`config.mk`:
```
export PLATFORM = sky130hd
export DESIGN_NAME = cooling_rate_stall_monitor_core
export DESIGN_NICKNAME = d
export VERILOG_FILES = /design/src/hdl/crsm_pkg.sv /design/src/hdl/crsm_div.sv /design/src/hdl/crsm_ctrl.sv /design/src/hdl/crsm_dp.sv /design/src/hdl/cooling_rate_stall_monitor_core.sv
export SDC_FILE = /design/constraint.sdc
export NUM_CORES = 2
export LEC_CHECK = 0
export BUFFER_PORTS_ARGS = -buffer_cell sky130_fd_sc_hd__buf_2
export CAP_MARGIN = 0
export CORE_AREA = 4 4 392 394
export CTS_BUF_LIST = sky130_fd_sc_hd__clkbuf_8
export CTS_CLUSTER_DIAMETER = 60
export CTS_CLUSTER_SIZE = 14
export DETAILED_ROUTE_END_ITERATION = 8
export DIE_AREA = 0 0 396 398
export GPL_TIMING_DRIVEN = 0
export SYNTH_ARGS = -nofsm -noshare
export SYNTH_HDL_FRONTEND = slang
export SYNTH_SLANG_ARGS = --single-unit
```
`constraint.sdc`:
```
create_clock -name clock -period 7.5 [get_ports clock]
set_input_delay 1.5 -clock clock [delete_from_list [all_inputs] [get_ports clock]]
set_output_delay 1.5 -clock clock [all_outputs]
set_load 0.05 [all_outputs]
```
`src/hdl/crsm_pkg.sv`:
```
package crsm_pkg;

   // Field widths
   localparam int TS_W   = 32;
   localparam int TEMP_W = 17;
   localparam int OUT_W  = 24;
   localparam int CSR_W  = 32;
   localparam int CSR_AW = 2;
   localparam int QUO_W  = 33;

   // Fixed scale factors
   localparam logic [15:0] RATE_SCALE = 16'd60000;
   localparam logic [15:0] PROG_SCALE = 16'd25600;

   // Register indexes
   localparam logic [CSR_AW-1:0] CSR_STALL_WINDOW = 2'd0;
   localparam logic [CSR_AW-1:0] CSR_STALL_DROP   = 2'd1;
   localparam logic [CSR_AW-1:0] CSR_AMBIENT      = 2'd2;
   localparam logic [CSR_AW-1:0] CSR_SETPOINT     = 2'd3;

   // Register reset values
   localparam logic [TS_W-1:0]   RST_STALL_WINDOW = 32'd60000;
   localparam logic [TEMP_W-1:0] RST_STALL_DROP   = 17'd256;
   localparam logic [TEMP_W-1:0] RST_AMBIENT      = 17'd75520;
   localparam logic [TEMP_W-1:0] RST_SETPOINT     = 17'd19712;

   typedef enum logic [3:0] {
      ST_IDLE,
      ST_SETUP,
      ST_RD,
      ST_CHK,
      ST_MULR,
      ST_DIVR,
      ST_WDR,
      ST_MULP,
      ST_DIVP,
      ST_WDP,
      ST_FIN
   } state_type;

   // Controller to datapath
   typedef struct packed {
      logic accept;
      logic rd_issue;
      logic rd_check;
      logic mul_rate;
      logic mul_prog;
      logic div_start;
      logic rate_store;
      logic prog_store;
      logic out_load;
   } cmd_type;

   // Datapath to controller
   typedef struct packed {
      logic cnt_ge2;
      logic scan_last;
      logic span_nz;
      logic prog_nz;
      logic div_done;
      logic rsp_busy;
   } sts_type;

   // Sign-magnitude quotient to saturated 24-bit two's complement
   function automatic logic [OUT_W-1:0] sat24(input logic neg, input logic [QUO_W-1:0] q);
      logic [OUT_W-1:0] r;
      if (neg) begin
         if (q >= QUO_W'(33'd8388608)) r = 24'h800000;
         else r = OUT_W'(~q + 33'd1);
      end else begin
         if (q > QUO_W'(33'd8388607)) r = 24'h7FFFFF;
         else r = q[OUT_W-1:0];
      end
      return r;
   endfunction

endpackage

```
`src/hdl/crsm_div.sv`:
```
module crsm_div (
   input  logic                         clock,
   input  logic                         reset,
   input  logic                         start,
   input  logic [crsm_pkg::QUO_W-1:0]   num,
   input  logic [crsm_pkg::TS_W-1:0]    den,
   output logic                         done,
   output logic [crsm_pkg::QUO_W-1:0]   quo
);

   logic [crsm_pkg::QUO_W-1:0] quo_ff, quo_in;
   logic [crsm_pkg::TS_W-1:0]  rem_ff, rem_in;
   logic [crsm_pkg::TS_W-1:0]  den_ff;
   logic [5:0]                 step_ff, step_in;
   logic                       busy_ff, busy_in;
   logic                       done_ff, done_in;
   logic [crsm_pkg::TS_W:0]    rem_sh;
   logic                       ge;

   // One restoring step per cycle
   always_comb begin
      rem_sh  = {rem_ff, quo_ff[crsm_pkg::QUO_W-1]};
      ge      = rem_sh >= {1'b0, den_ff};
      rem_in  = rem_ff;
      quo_in  = quo_ff;
      step_in = step_ff;
      busy_in = busy_ff;
      done_in = 1'b0;
      if (start) begin
         rem_in  = '0;
         quo_in  = num;
         step_in = '0;
         busy_in = 1'b1;
      end else if (busy_ff) begin
         rem_in  = ge ? crsm_pkg::TS_W'(rem_sh - {1'b0, den_ff}) : rem_sh[crsm_pkg::TS_W-1:0];
         quo_in  = {quo_ff[crsm_pkg::QUO_W-2:0], ge};
         step_in = step_ff + 6'd1;
         if (step_ff == 6'(crsm_pkg::QUO_W - 1)) begin
            busy_in = 1'b0;
            done_in = 1'b1;
         end
      end
   end

   always_ff @(posedge clock) begin
      if (reset) begin
         busy_ff <= 1'b0;
         done_ff <= 1'b0;
         step_ff <= '0;
      end else begin
         busy_ff <= busy_in;
         done_ff <= done_in;
         step_ff <= step_in;
      end
   end

   always_ff @(posedge clock) begin
      rem_ff <= rem_in;
      quo_ff <= quo_in;
      if (start) den_ff <= den;
   end

   assign done = done_ff;
   assign quo  = quo_ff;

endmodule

```
`src/hdl/crsm_ctrl.sv`:
```
module crsm_ctrl (
   input  logic              clock,
   input  logic              reset,
   input  logic              req_valid,
   output logic              req_ready,
   input  crsm_pkg::sts_type sts,
   output crsm_pkg::cmd_type cmd
);

   crsm_pkg::state_type state_ff, state_in;

   always_ff @(posedge clock) begin
      if (reset) state_ff <= crsm_pkg::ST_IDLE;
      else state_ff <= state_in;
   end

   // Sequencer: scan, rate division, progress division, output
   always_comb begin
      state_in  = state_ff;
      cmd       = '0;
      req_ready = 1'b0;
      case (state_ff)
         crsm_pkg::ST_IDLE: begin
            req_ready = 1'b1;
            if (req_valid) begin
               cmd.accept = 1'b1;
               state_in   = crsm_pkg::ST_SETUP;
            end
         end
         crsm_pkg::ST_SETUP: begin
            state_in = sts.cnt_ge2 ? crsm_pkg::ST_RD : crsm_pkg::ST_MULP;
         end
         crsm_pkg::ST_RD: begin
            cmd.rd_issue = 1'b1;
            state_in     = crsm_pkg::ST_CHK;
         end
         crsm_pkg::ST_CHK: begin
            cmd.rd_check = 1'b1;
            state_in     = sts.scan_last ? crsm_pkg::ST_MULR : crsm_pkg::ST_RD;
         end
         crsm_pkg::ST_MULR: begin
            cmd.mul_rate = 1'b1;
            state_in     = crsm_pkg::ST_DIVR;
         end
         crsm_pkg::ST_DIVR: begin
            if (sts.span_nz) begin
               cmd.div_start = 1'b1;
               state_in      = crsm_pkg::ST_WDR;
            end else begin
               state_in = crsm_pkg::ST_MULP;
            end
         end
         crsm_pkg::ST_WDR: begin
            if (sts.div_done) begin
               cmd.rate_store = 1'b1;
               state_in       = crsm_pkg::ST_MULP;
            end
         end
         crsm_pkg::ST_MULP: begin
            cmd.mul_prog = 1'b1;
            state_in     = crsm_pkg::ST_DIVP;
         end
         crsm_pkg::ST_DIVP: begin
            if (sts.prog_nz) begin
               cmd.div_start = 1'b1;
               state_in      = crsm_pkg::ST_WDP;
            end else begin
               state_in = crsm_pkg::ST_FIN;
            end
         end
         crsm_pkg::ST_WDP: begin
            if (sts.div_done) begin
               cmd.prog_store = 1'b1;
               state_in       = crsm_pkg::ST_FIN;
            end
         end
         crsm_pkg::ST_FIN: begin
            if (!sts.rsp_busy) begin
               cmd.out_load = 1'b1;
               state_in     = crsm_pkg::ST_IDLE;
            end
         end
         default: state_in = crsm_pkg::ST_IDLE;
      endcase
   end

endmodule

```
`src/hdl/crsm_dp.sv`:
```
module crsm_dp #(
   parameter int HISTORY_DEPTH = 16
) (
   input  logic                            clock,
   input  logic                            reset,
   input  crsm_pkg::cmd_type               cmd,
   output crsm_pkg::sts_type               sts,
   input  logic                            csr_write,
   input  logic [crsm_pkg::CSR_AW-1:0]     csr_index,
   input  logic [crsm_pkg::CSR_W-1:0]      csr_wdata,
   input  logic [crsm_pkg::TS_W-1:0]       req_timestamp_ms,
   input  logic [crsm_pkg::TEMP_W-1:0]     req_temperature,
   output logic                            rsp_valid,
   input  logic                            rsp_ready,
   output logic signed [crsm_pkg::OUT_W-1:0] rsp_cooling_rate,
   output logic                            rsp_rate_valid,
   output logic                            rsp_stalled,
   output logic signed [crsm_pkg::OUT_W-1:0] rsp_progress_percent,
   output logic                            rsp_progress_valid
);

   localparam int PW = (HISTORY_DEPTH > 1) ? $clog2(HISTORY_DEPTH) : 1;
   localparam int CW = $clog2(HISTORY_DEPTH + 1);
   localparam int EW = crsm_pkg::TS_W + crsm_pkg::TEMP_W;
   localparam int TW = crsm_pkg::TEMP_W;

   // Configuration registers
   logic [crsm_pkg::TS_W-1:0] win_ff;
   logic [TW-1:0]             drop_ff, amb_ff, setp_ff;

   always_ff @(posedge clock) begin
      if (reset) begin
         win_ff  <= crsm_pkg::RST_STALL_WINDOW;
         drop_ff <= crsm_pkg::RST_STALL_DROP;
         amb_ff  <= crsm_pkg::RST_AMBIENT;
         setp_ff <= crsm_pkg::RST_SETPOINT;
      end else if (csr_write) begin
         case (csr_index)
            crsm_pkg::CSR_STALL_WINDOW: win_ff  <= csr_wdata;
            crsm_pkg::CSR_STALL_DROP:   drop_ff <= csr_wdata[TW-1:0];
            crsm_pkg::CSR_AMBIENT:      amb_ff  <= csr_wdata[TW-1:0];
            crsm_pkg::CSR_SETPOINT:     setp_ff <= csr_wdata[TW-1:0];
            default: ;
         endcase
      end
   end

   // History ring: one write, one registered read
   logic [EW-1:0] mem_ff [HISTORY_DEPTH];
   logic [EW-1:0] rd_data_ff;
   logic [PW-1:0] wp_ff, wp_in, rd_ptr_ff;
   logic [CW-1:0] cnt_ff, cnt_in, idx_ff;

   always_ff @(posedge clock) begin
      if (cmd.accept) mem_ff[wp_ff] <= {req_timestamp_ms, req_temperature};
      if (cmd.rd_issue) rd_data_ff <= mem_ff[rd_ptr_ff];
   end

   always_comb begin
      wp_in  = (wp_ff == PW'(HISTORY_DEPTH - 1)) ? '0 : wp_ff + PW'(1);
      cnt_in = (cnt_ff == CW'(HISTORY_DEPTH)) ? cnt_ff : cnt_ff + CW'(1);
   end

   always_ff @(posedge clock) begin
      if (reset) begin
         wp_ff  <= '0;
         cnt_ff <= '0;
      end else if (cmd.accept) begin
         wp_ff  <= wp_in;
         cnt_ff <= cnt_in;
      end
   end

   // Newest sample and window start
   logic [crsm_pkg::TS_W-1:0] new_ts_ff, start_ff, old_ts_ff;
   logic [TW-1:0]             new_temp_ff, old_temp_ff, ref_temp_ff;
   logic                      found_ff;
   logic [crsm_pkg::TS_W-1:0] chk_ts;
   logic [TW-1:0]             chk_temp;

   assign chk_ts   = rd_data_ff[EW-1:TW];
   assign chk_temp = rd_data_ff[TW-1:0];

   // Scan from oldest; the newest always lies inside the window
   always_ff @(posedge clock) begin
      if (cmd.accept) begin
         new_ts_ff   <= req_timestamp_ms;
         new_temp_ff <= req_temperature;
         ref_temp_ff <= req_temperature;
         start_ff    <= (req_timestamp_ms >= win_ff) ? req_timestamp_ms - win_ff : '0;
         found_ff    <= 1'b0;
         idx_ff      <= '0;
         rd_ptr_ff   <= (cnt_ff == CW'(HISTORY_DEPTH)) ? wp_in : '0;
      end else if (cmd.rd_check) begin
         if (idx_ff == '0) begin
            old_ts_ff   <= chk_ts;
            old_temp_ff <= chk_temp;
         end
         if (!found_ff && chk_ts >= start_ff) begin
            ref_temp_ff <= chk_temp;
            found_ff    <= 1'b1;
         end
         idx_ff    <= idx_ff + CW'(1);
         rd_ptr_ff <= (rd_ptr_ff == PW'(HISTORY_DEPTH - 1)) ? '0 : rd_ptr_ff + PW'(1);
      end
   end

   // Shared multiplier, sign-magnitude operands
   logic [crsm_pkg::TS_W-1:0]  span;
   logic [TW-1:0]              d_mag, a_mag, s_mag;
   logic                       d_neg, a_neg, s_neg;
   logic [crsm_pkg::QUO_W-1:0] mul_ff;
   logic [crsm_pkg::TS_W-1:0]  div_den_ff;
   logic                       neg_ff;

   always_comb begin
      span  = new_ts_ff - old_ts_ff;
      d_neg = old_temp_ff < new_temp_ff;
      d_mag = d_neg ? new_temp_ff - old_temp_ff : old_temp_ff - new_temp_ff;
      a_neg = amb_ff < new_temp_ff;
      a_mag = a_neg ? new_temp_ff - amb_ff : amb_ff - new_temp_ff;
      s_neg = amb_ff < setp_ff;
      s_mag = s_neg ? setp_ff - amb_ff : amb_ff - setp_ff;
   end

   // Operands widened to the product width before the multiply
   always_ff @(posedge clock) begin
      if (cmd.mul_rate) begin
         mul_ff     <= {16'd0, d_mag} * crsm_pkg::RATE_SCALE;
         neg_ff     <= d_neg;
         div_den_ff <= span;
      end else if (cmd.mul_prog) begin
         mul_ff     <= {16'd0, a_mag} * crsm_pkg::PROG_SCALE;
         neg_ff     <= a_neg ^ s_neg;
         div_den_ff <= crsm_pkg::TS_W'(s_mag);
      end
   end

   logic                       div_done;
   logic [crsm_pkg::QUO_W-1:0] div_quo;

   crsm_div u_div (
      .clock (clock),
      .reset (reset),
      .start (cmd.div_start),
      .num   (mul_ff),
      .den   (div_den_ff),
      .done  (div_done),
      .quo   (div_quo)
   );

   // Per-request results
   logic [crsm_pkg::OUT_W-1:0] rate_ff, prog_ff;
   logic                       rate_ok_ff, prog_ok_ff;

   always_ff @(posedge clock) begin
      if (cmd.accept) begin
         rate_ff    <= '0;
         rate_ok_ff <= 1'b0;
         prog_ff    <= '0;
         prog_ok_ff <= 1'b0;
      end else if (cmd.rate_store) begin
         rate_ff    <= crsm_pkg::sat24(neg_ff, div_quo);
         rate_ok_ff <= 1'b1;
      end else if (cmd.prog_store) begin
         prog_ff    <= crsm_pkg::sat24(neg_ff, div_quo);
         prog_ok_ff <= 1'b1;
      end
   end

   // Stall: drop from reference to newest below minimum
   logic signed [TW+1:0] drop_diff;
   logic                 stall;

   always_comb begin
      drop_diff = signed'({2'b00, ref_temp_ff}) - signed'({2'b00, new_temp_ff});
      stall     = (cnt_ff >= CW'(2)) && (drop_diff < signed'({2'b00, drop_ff}));
   end

   // Output register
   logic rsp_valid_ff;

   always_ff @(posedge clock) begin
      if (reset) rsp_valid_ff <= 1'b0;
      else if (cmd.out_load) rsp_valid_ff <= 1'b1;
      else if (rsp_ready) rsp_valid_ff <= 1'b0;
   end

   always_ff @(posedge clock) begin
      if (cmd.out_load) begin
         rsp_cooling_rate     <= rate_ff;
         rsp_rate_valid       <= rate_ok_ff;
         rsp_stalled          <= stall;
         rsp_progress_percent <= prog_ff;
         rsp_progress_valid   <= prog_ok_ff;
      end
   end

   assign rsp_valid = rsp_valid_ff;

   always_comb begin
      sts.cnt_ge2   = cnt_ff >= CW'(2);
      sts.scan_last = idx_ff == cnt_ff - CW'(2);
      sts.span_nz   = span != '0;
      sts.prog_nz   = amb_ff != setp_ff;
      sts.div_done  = div_done;
      sts.rsp_busy  = rsp_valid_ff && !rsp_ready;
   end

`ifndef SYNTH
   a_cnt_bound: assert property (@(posedge clock) disable iff (reset)
      cnt_ff <= CW'(HISTORY_DEPTH))
      else $error("sample count above depth");
   a_wp_bound: assert property (@(posedge clock) disable iff (reset)
      wp_ff <= PW'(HISTORY_DEPTH - 1))
      else $error("write pointer out of range");
   a_load_free: assert property (@(posedge clock) disable iff (reset)
      cmd.out_load |-> (!rsp_valid_ff || rsp_ready))
      else $error("output overwritten while held");
   a_scan_range: assert property (@(posedge clock) disable iff (reset)
      cmd.rd_check |-> (idx_ff < cnt_ff))
      else $error("scan beyond stored samples");
`endif

endmodule

```
`src/hdl/cooling_rate_stall_monitor_core.sv`:
```
// Channel  | Handshake            | Payload
// req_     | req_valid/req_ready  | timestamp_ms[31:0], temperature[16:0]
// rsp_     | rsp_valid/rsp_ready  | cooling_rate, rate_valid, stalled, progress_percent,
//          |                      | progress_valid
// csr_     | csr_write            | csr_index[1:0], csr_wdata[31:0]
//
// One request at a time. From acceptance to the output load: a setup state, a scan that
// reads and checks each stored sample but the newest, a rate pass and a progress pass
// (multiply, divider start, 33 divider steps, store; each skipped on a zero divisor, the
// rate pass also with one sample) and an output state. The next request is accepted in
// the cycle after the load. The scan is set by the single read port of the history memory.
// Synchronous reset clears the ring count and pointer; history contents are not cleared.
// A held result does not block the next request; it only delays the final output load.
module cooling_rate_stall_monitor_core #(
   parameter int HISTORY_DEPTH = 16
) (
   input  logic                               clock,
   input  logic                               reset,
   input  logic                               req_valid,
   output logic                               req_ready,
   input  logic [crsm_pkg::TS_W-1:0]          req_timestamp_ms,
   input  logic [crsm_pkg::TEMP_W-1:0]        req_temperature,
   output logic                               rsp_valid,
   input  logic                               rsp_ready,
   output logic signed [crsm_pkg::OUT_W-1:0]  rsp_cooling_rate,
   output logic                               rsp_rate_valid,
   output logic                               rsp_stalled,
   output logic signed [crsm_pkg::OUT_W-1:0]  rsp_progress_percent,
   output logic                               rsp_progress_valid,
   input  logic                               csr_write,
   input  logic [crsm_pkg::CSR_AW-1:0]        csr_index,
   input  logic [crsm_pkg::CSR_W-1:0]         csr_wdata
);

   crsm_pkg::cmd_type cmd;
   crsm_pkg::sts_type sts;

   crsm_ctrl u_ctrl (
      .clock     (clock),
      .reset     (reset),
      .req_valid (req_valid),
      .req_ready (req_ready),
      .sts       (sts),
      .cmd       (cmd)
   );

   crsm_dp #(
      .HISTORY_DEPTH (HISTORY_DEPTH)
   ) u_dp (
      .clock                (clock),
      .reset                (reset),
      .cmd                  (cmd),
      .sts                  (sts),
      .csr_write            (csr_write),
      .csr_index            (csr_index),
      .csr_wdata            (csr_wdata),
      .req_timestamp_ms     (req_timestamp_ms),
      .req_temperature      (req_temperature),
      .rsp_valid            (rsp_valid),
      .rsp_ready            (rsp_ready),
      .rsp_cooling_rate     (rsp_cooling_rate),
      .rsp_rate_valid       (rsp_rate_valid),
      .rsp_stalled          (rsp_stalled),
      .rsp_progress_percent (rsp_progress_percent),
      .rsp_progress_valid   (rsp_progress_valid)
   );

endmodule
```
==> tab_implementation.tex <==
\begin{tabular}{lr}
\hline
Metric & Value \\
\hline
\multicolumn{2}{l}{\textbf{Routing}} \\
DRT iter0 DRCs & 3594 \\
Detail Route Antenna Nets & 0 \\
Vias/cell & 5.60 \\
Total via count after detailed routing & 42.2k \\
Routed wire length per instance & 23.9 um \\
Residual DRC count & 0 \\
Overall routed net length & 179 mm \\
Length of the first detailed-routing pass in iterations & 5 \\
\multicolumn{2}{l}{\textbf{Yosys}} \\
Gate count of the mapped netlist & 5030 \\
Synth Flop Type & edfxtp\_1 \\
Cell type with the largest total area after synthesis & edfxtp\_1 \\
Post-synth EDFFs & 1161 \\
Nets in the synthesized netlist & 5609 \\
Area share of the largest cell type after synthesis & 0.518 \\
Async S/R FF share, synth & 0 \\
Warnings from Yosys & 0 \\
Count leader, synth & edfxtp\_1 \\
Part of the Yosys area used for sequential elements & 0.576 \\
Per-instance average area after synthesis & 13.4 um2 \\
Cell area after synthesis & 67300 um2 \\
Unique cell type count in the Yosys netlist & 84 \\
Synth area leaders & edfxtp\_1 (52\%), mux4\_2 (8.2\%), ha\_1 (7.6\%) \\
Post-synth top cells & edfxtp\_1 (1161), inv\_1 (455), ha\_1 (407) \\
Seq cells post-synth & 1354 \\
\multicolumn{2}{l}{\textbf{Status}} \\
Run status & finished with violations \\
Violated checks & setup timing \\
\multicolumn{2}{l}{\textbf{Die}} \\
Total Die Area & 158000 um2 \\
Floorplan core area & 150000 um2 \\
Die Ht & 398 um \\
Horizontal extent of the die & 396 um \\
Number of ports placed on the die boundary & 141 \\
Site row count & 142 \\
Effective utilization at floorplan & 0.449 \\
\multicolumn{2}{l}{\textbf{Global route}} \\
Most heavily used metal layer in global routing & met2 \\
First-pass GRT wire length & 266 mm \\
Grt ovf & 0 \\
GR met1 Demand/Resource & 0.313 \\
Via count of the first global-routing pass & 41.9k \\
Global-route usage over all layers & 0.226 \\
Maximum number of pins on one net before global-route repair & 43 \\
Fraction of met2 tracks used by global routing & 0.368 \\
Initial antenna violation count & 32 \\
Global-route track usage on met3 & 0.0363 \\
\multicolumn{2}{l}{\textbf{Layout}} \\
Register cell area after layout & 38700 um2 \\
Share of final-layout standard cells stronger than drive strength 1 & 0.168 \\
Final non-filler cell area & 75400 um2 \\
Area of combinational cells with multiple inputs & 26900 um2 \\
Fill cell total of the finished layout & 12.9k \\
Number of nets at the end of the flow & 6007 \\
Area Overhead vs Synth & 12.0\% \\
\multicolumn{2}{l}{\textbf{Critical path}} \\
Signal arrival time at the worst endpoint & 8340 ps \\
Maximum fanout along the worst path & 6 \\
CP startpoint kind & register \\
First element of the critical path & u\_dp.new\_temp\_ff[1]\$\_DFFE\_PP\_ \\
Length in cells of the worst reg-to-reg path & 32 \\
Capture instance of the worst register-to-register path & u\_dp.mul\_ff[31]\$\_DFFE\_PP\_ \\
Data required time of the worst path & 8080 ps \\
Critical path class & reg2reg \\
CP max-delay cell & fa\_2 \\
Reg-to-reg startpoint & u\_dp.new\_temp\_ff[1]\$\_DFFE\_PP\_ \\
End point of the critical path & u\_dp.mul\_ff[31]\$\_DFFE\_PP\_ \\
Max incr delay on CP & 560 ps \\
Crit. End Element & register \\
Cell mode on critical path & fa\_1 \\
Worst R2R Setup Slack & -250 ps \\
\multicolumn{2}{l}{\textbf{Placed design}} \\
Hpwl dp & 134 mm \\
Routability Congestion & 0.935 \\
Port-buffer cells & 139 \\
Worst slack, placed & -1970 ps \\
Post-Place Cell Area & 71700 um2 \\
\multicolumn{2}{l}{\textbf{Timing}} \\
Worst slew margin relative to its limit & 0.182 \\
Final Max Tran Viols & 0 \\
Least-Margin Pin Slew & 1230 ps \\
Highest attainable clock frequency & 129 MHz \\
Worst Setup Slack, final & -254 ps \\
Post-route minimum period & 7750 ps \\
Final setup viols & 4 \\
RSZ-0062 raised after global routing & true \\
Setup skew after layout & 68.4 ps \\
Final count of hold timing violations & 0 \\
Fin crit share & 1.03 \\
\multicolumn{2}{l}{\textbf{CTS}} \\
Count of clock tree sinks & 1354 \\
Clock Latency Late Sink & 900 ps \\
Number of buffers on the longest clock path & 3 \\
Clock input transition at the sequential cells of the worst setup and hold paths & 80 ps \\
TritonCTS clock tree & done \\
Number of buffers created by CTS & 130 \\
Master cell of the clock root buffer & clkbuf\_8 \\
Post-cts hold buffer count & 0 \\
Depth of the CTS H-tree & 4 \\
\multicolumn{2}{l}{\textbf{Run}} \\
Max-cap check violation count & 0 \\
\multicolumn{2}{l}{\textbf{Min path}} \\
Path type of the worst min-delay path & reg2reg \\
\hline
\end{tabular}
## metal layers
layer	up-vias	routed length (um)	share of wire
li1	19400	-	-
met1	21100	77700	0.43
met2	1410	84200	0.47
met3	283	12200	0.068
met4	6	5370	0.030
met5	-	27	0.00015
## cells in the final DEF (no fill, tap or decap), types with 20 or more instances in the layout
| cell | n |
|---|---|
| a211o_1 | 22 |
| a211oi_1 | 61 |
| a21o_1 | 106 |
| a21oi_1 | 288 |
| a31oi_1 | 33 |
| and2_1 | 21 |
| and3_1 | 21 |
| buf_1 | 33 |
| buf_12 | 27 |
| buf_2 | 144 |
| buf_4 | 56 |
| buf_6 | 43 |
| clkbuf_1 | 138 |
| clkbuf_8 | 134 |
| dfxtp_1 | 193 |
| edfxtp_1 | 1161 |
| fa_1 | 82 |
| ha_1 | 394 |
| inv_1 | 464 |
| mux2_4 | 28 |
| mux2i_1 | 33 |
| mux4_2 | 245 |
| nand2_1 | 363 |
| nand2b_1 | 35 |
| nand3_1 | 52 |
| nand4_1 | 30 |
| nor2_1 | 331 |
| nor2b_1 | 41 |
| nor3_1 | 79 |
| o211ai_1 | 20 |
| o21a_1 | 24 |
| o21ai_0 | 118 |
| o21bai_1 | 35 |
| or3_1 | 36 |
| xnor2_1 | 103 |
| xor2_1 | 76 |
## cell type report
| cell class | instances | area share |
|---|---|---|
| sequential | 1354 | 0.514 |
| multi-input combinational | 3029 | 0.357 |
| tap | 2016 | 0.0335 |
| timing repair buffer | 268 | 0.0301 |
| clock buffer | 133 | 0.0243 |
| inverter | 457 | 0.0229 |
| buffer | 188 | 0.0109 |
| clock inverter | 65 | 0.00735 |
| antenna | 14 | 0.000465 |
## cell families after synthesis
| family | Yosys count | synth area share |
|---|---|---|
| AND/OR/NAND/NOR | 1112 | 0.0762 |
| multiplexers | 323 | 0.0959 |
| AO/OA/AOI/OAI | 896 | 0.0876 |
| XOR/XNOR | 207 | 0.0271 |
| adder cells (fa/ha/maj) | 491 | 0.101 |
| flip-flops | 1354 | 0.576 |
| buffers and inverters | 647 | 0.0371 |
## how the worst min path moves through the flow
stage,from,depth (start not counted),endpoint,slack (ps)
after global routing,u_dp.prog_ok_ff$_SDFFE_PP0P_,0,u_dp.rsp_progress_valid$_DFFE_PP_,390
final,u_dp.rate_ff[18]$_SDFFE_PP0P_,0,u_dp.rsp_cooling_rate[18]$_DFFE_PP_,400
after CTS,u_dp.rate_ff[18]$_SDFFE_PP0P_,0,u_dp.rsp_cooling_rate[18]$_DFFE_PP_,390
after floorplan,u_dp.div_den_ff[0]$_DFFE_PP_,0,u_dp.u_div.den_ff[0]$_DFFE_PP_,400
after global placement,u_dp.div_den_ff[10]$_DFFE_PP_,0,u_dp.u_div.den_ff[10]$_DFFE_PP_,400
after detailed placement,u_dp.div_den_ff[6]$_DFFE_PP_,0,u_dp.u_div.den_ff[6]$_DFFE_PP_,410
## flip-flops by register name, summed over array words and instances, names as in the netlist, 6 cells and up
name and cells:
u_dp.old_temp_ff 17, u_dp.mul_ff 28, u_dp.rsp_cooling_rate 24, u_dp.u_div.quo 33, u_dp.mem_ff 784, u_dp.new_temp_ff 17
u_dp.u_div.step_ff 6, u_dp.amb_ff 17, u_dp.ref_temp_ff 17, u_dp.u_div.rem_ff 32, u_dp.drop_ff 17, u_dp.rsp_progress_percent 24
u_dp.u_div.den_ff 32, u_dp.div_den_ff 32, u_dp.start_ff 32, u_dp.rate_ff 24, u_dp.win_ff 32, u_dp.new_ts_ff 32
u_dp.setp_ff 17, u_dp.prog_ff 24, u_dp.rd_data_ff 49, u_dp.old_ts_ff 32
## repair_timing
action / in CTS / in global routing
cloned: 1 / 0
endpoints found under the hold margin: 0 / 0
setup endpoints to repair: 18 / 10
setup buffers: 47 / 16
resized for setup: 112 / 27
pin swaps: 66 / 21
## metrics by stage
| step | hold slack [ps] | std cells | utilization | setup TNS (ps) |
|---|---|---|---|---|
| after floorplan | 400 | 5030 | - | 0 |
| after global placement | 404 | 7185 | 0.471 | -1857150 |
| after detailed placement | 405 | 7250 | 0.479 | -22290 |
| after CTS | 390 | 7494 | 0.501 | -755 |
| after global routing | 393 | 7512 | 0.503 | -2000 |
| final | 403 | 7524 | 0.503 | -694 |
## critical path, delay by kind of cell, from the launching register on
kind / cells / cell delay, ps
compound gates: 12 / 2050
flops: 1 / 540
simple gates: 4 / 450
mux: 2 / 390
fa+ha+maj: 7 / 3100
buf+inv: 5 / 490
xor+xnor: 2 / 440
Power is not shown: default switching activity piles up to over one toggle a cycle in this logic, so the estimate is an artifact.
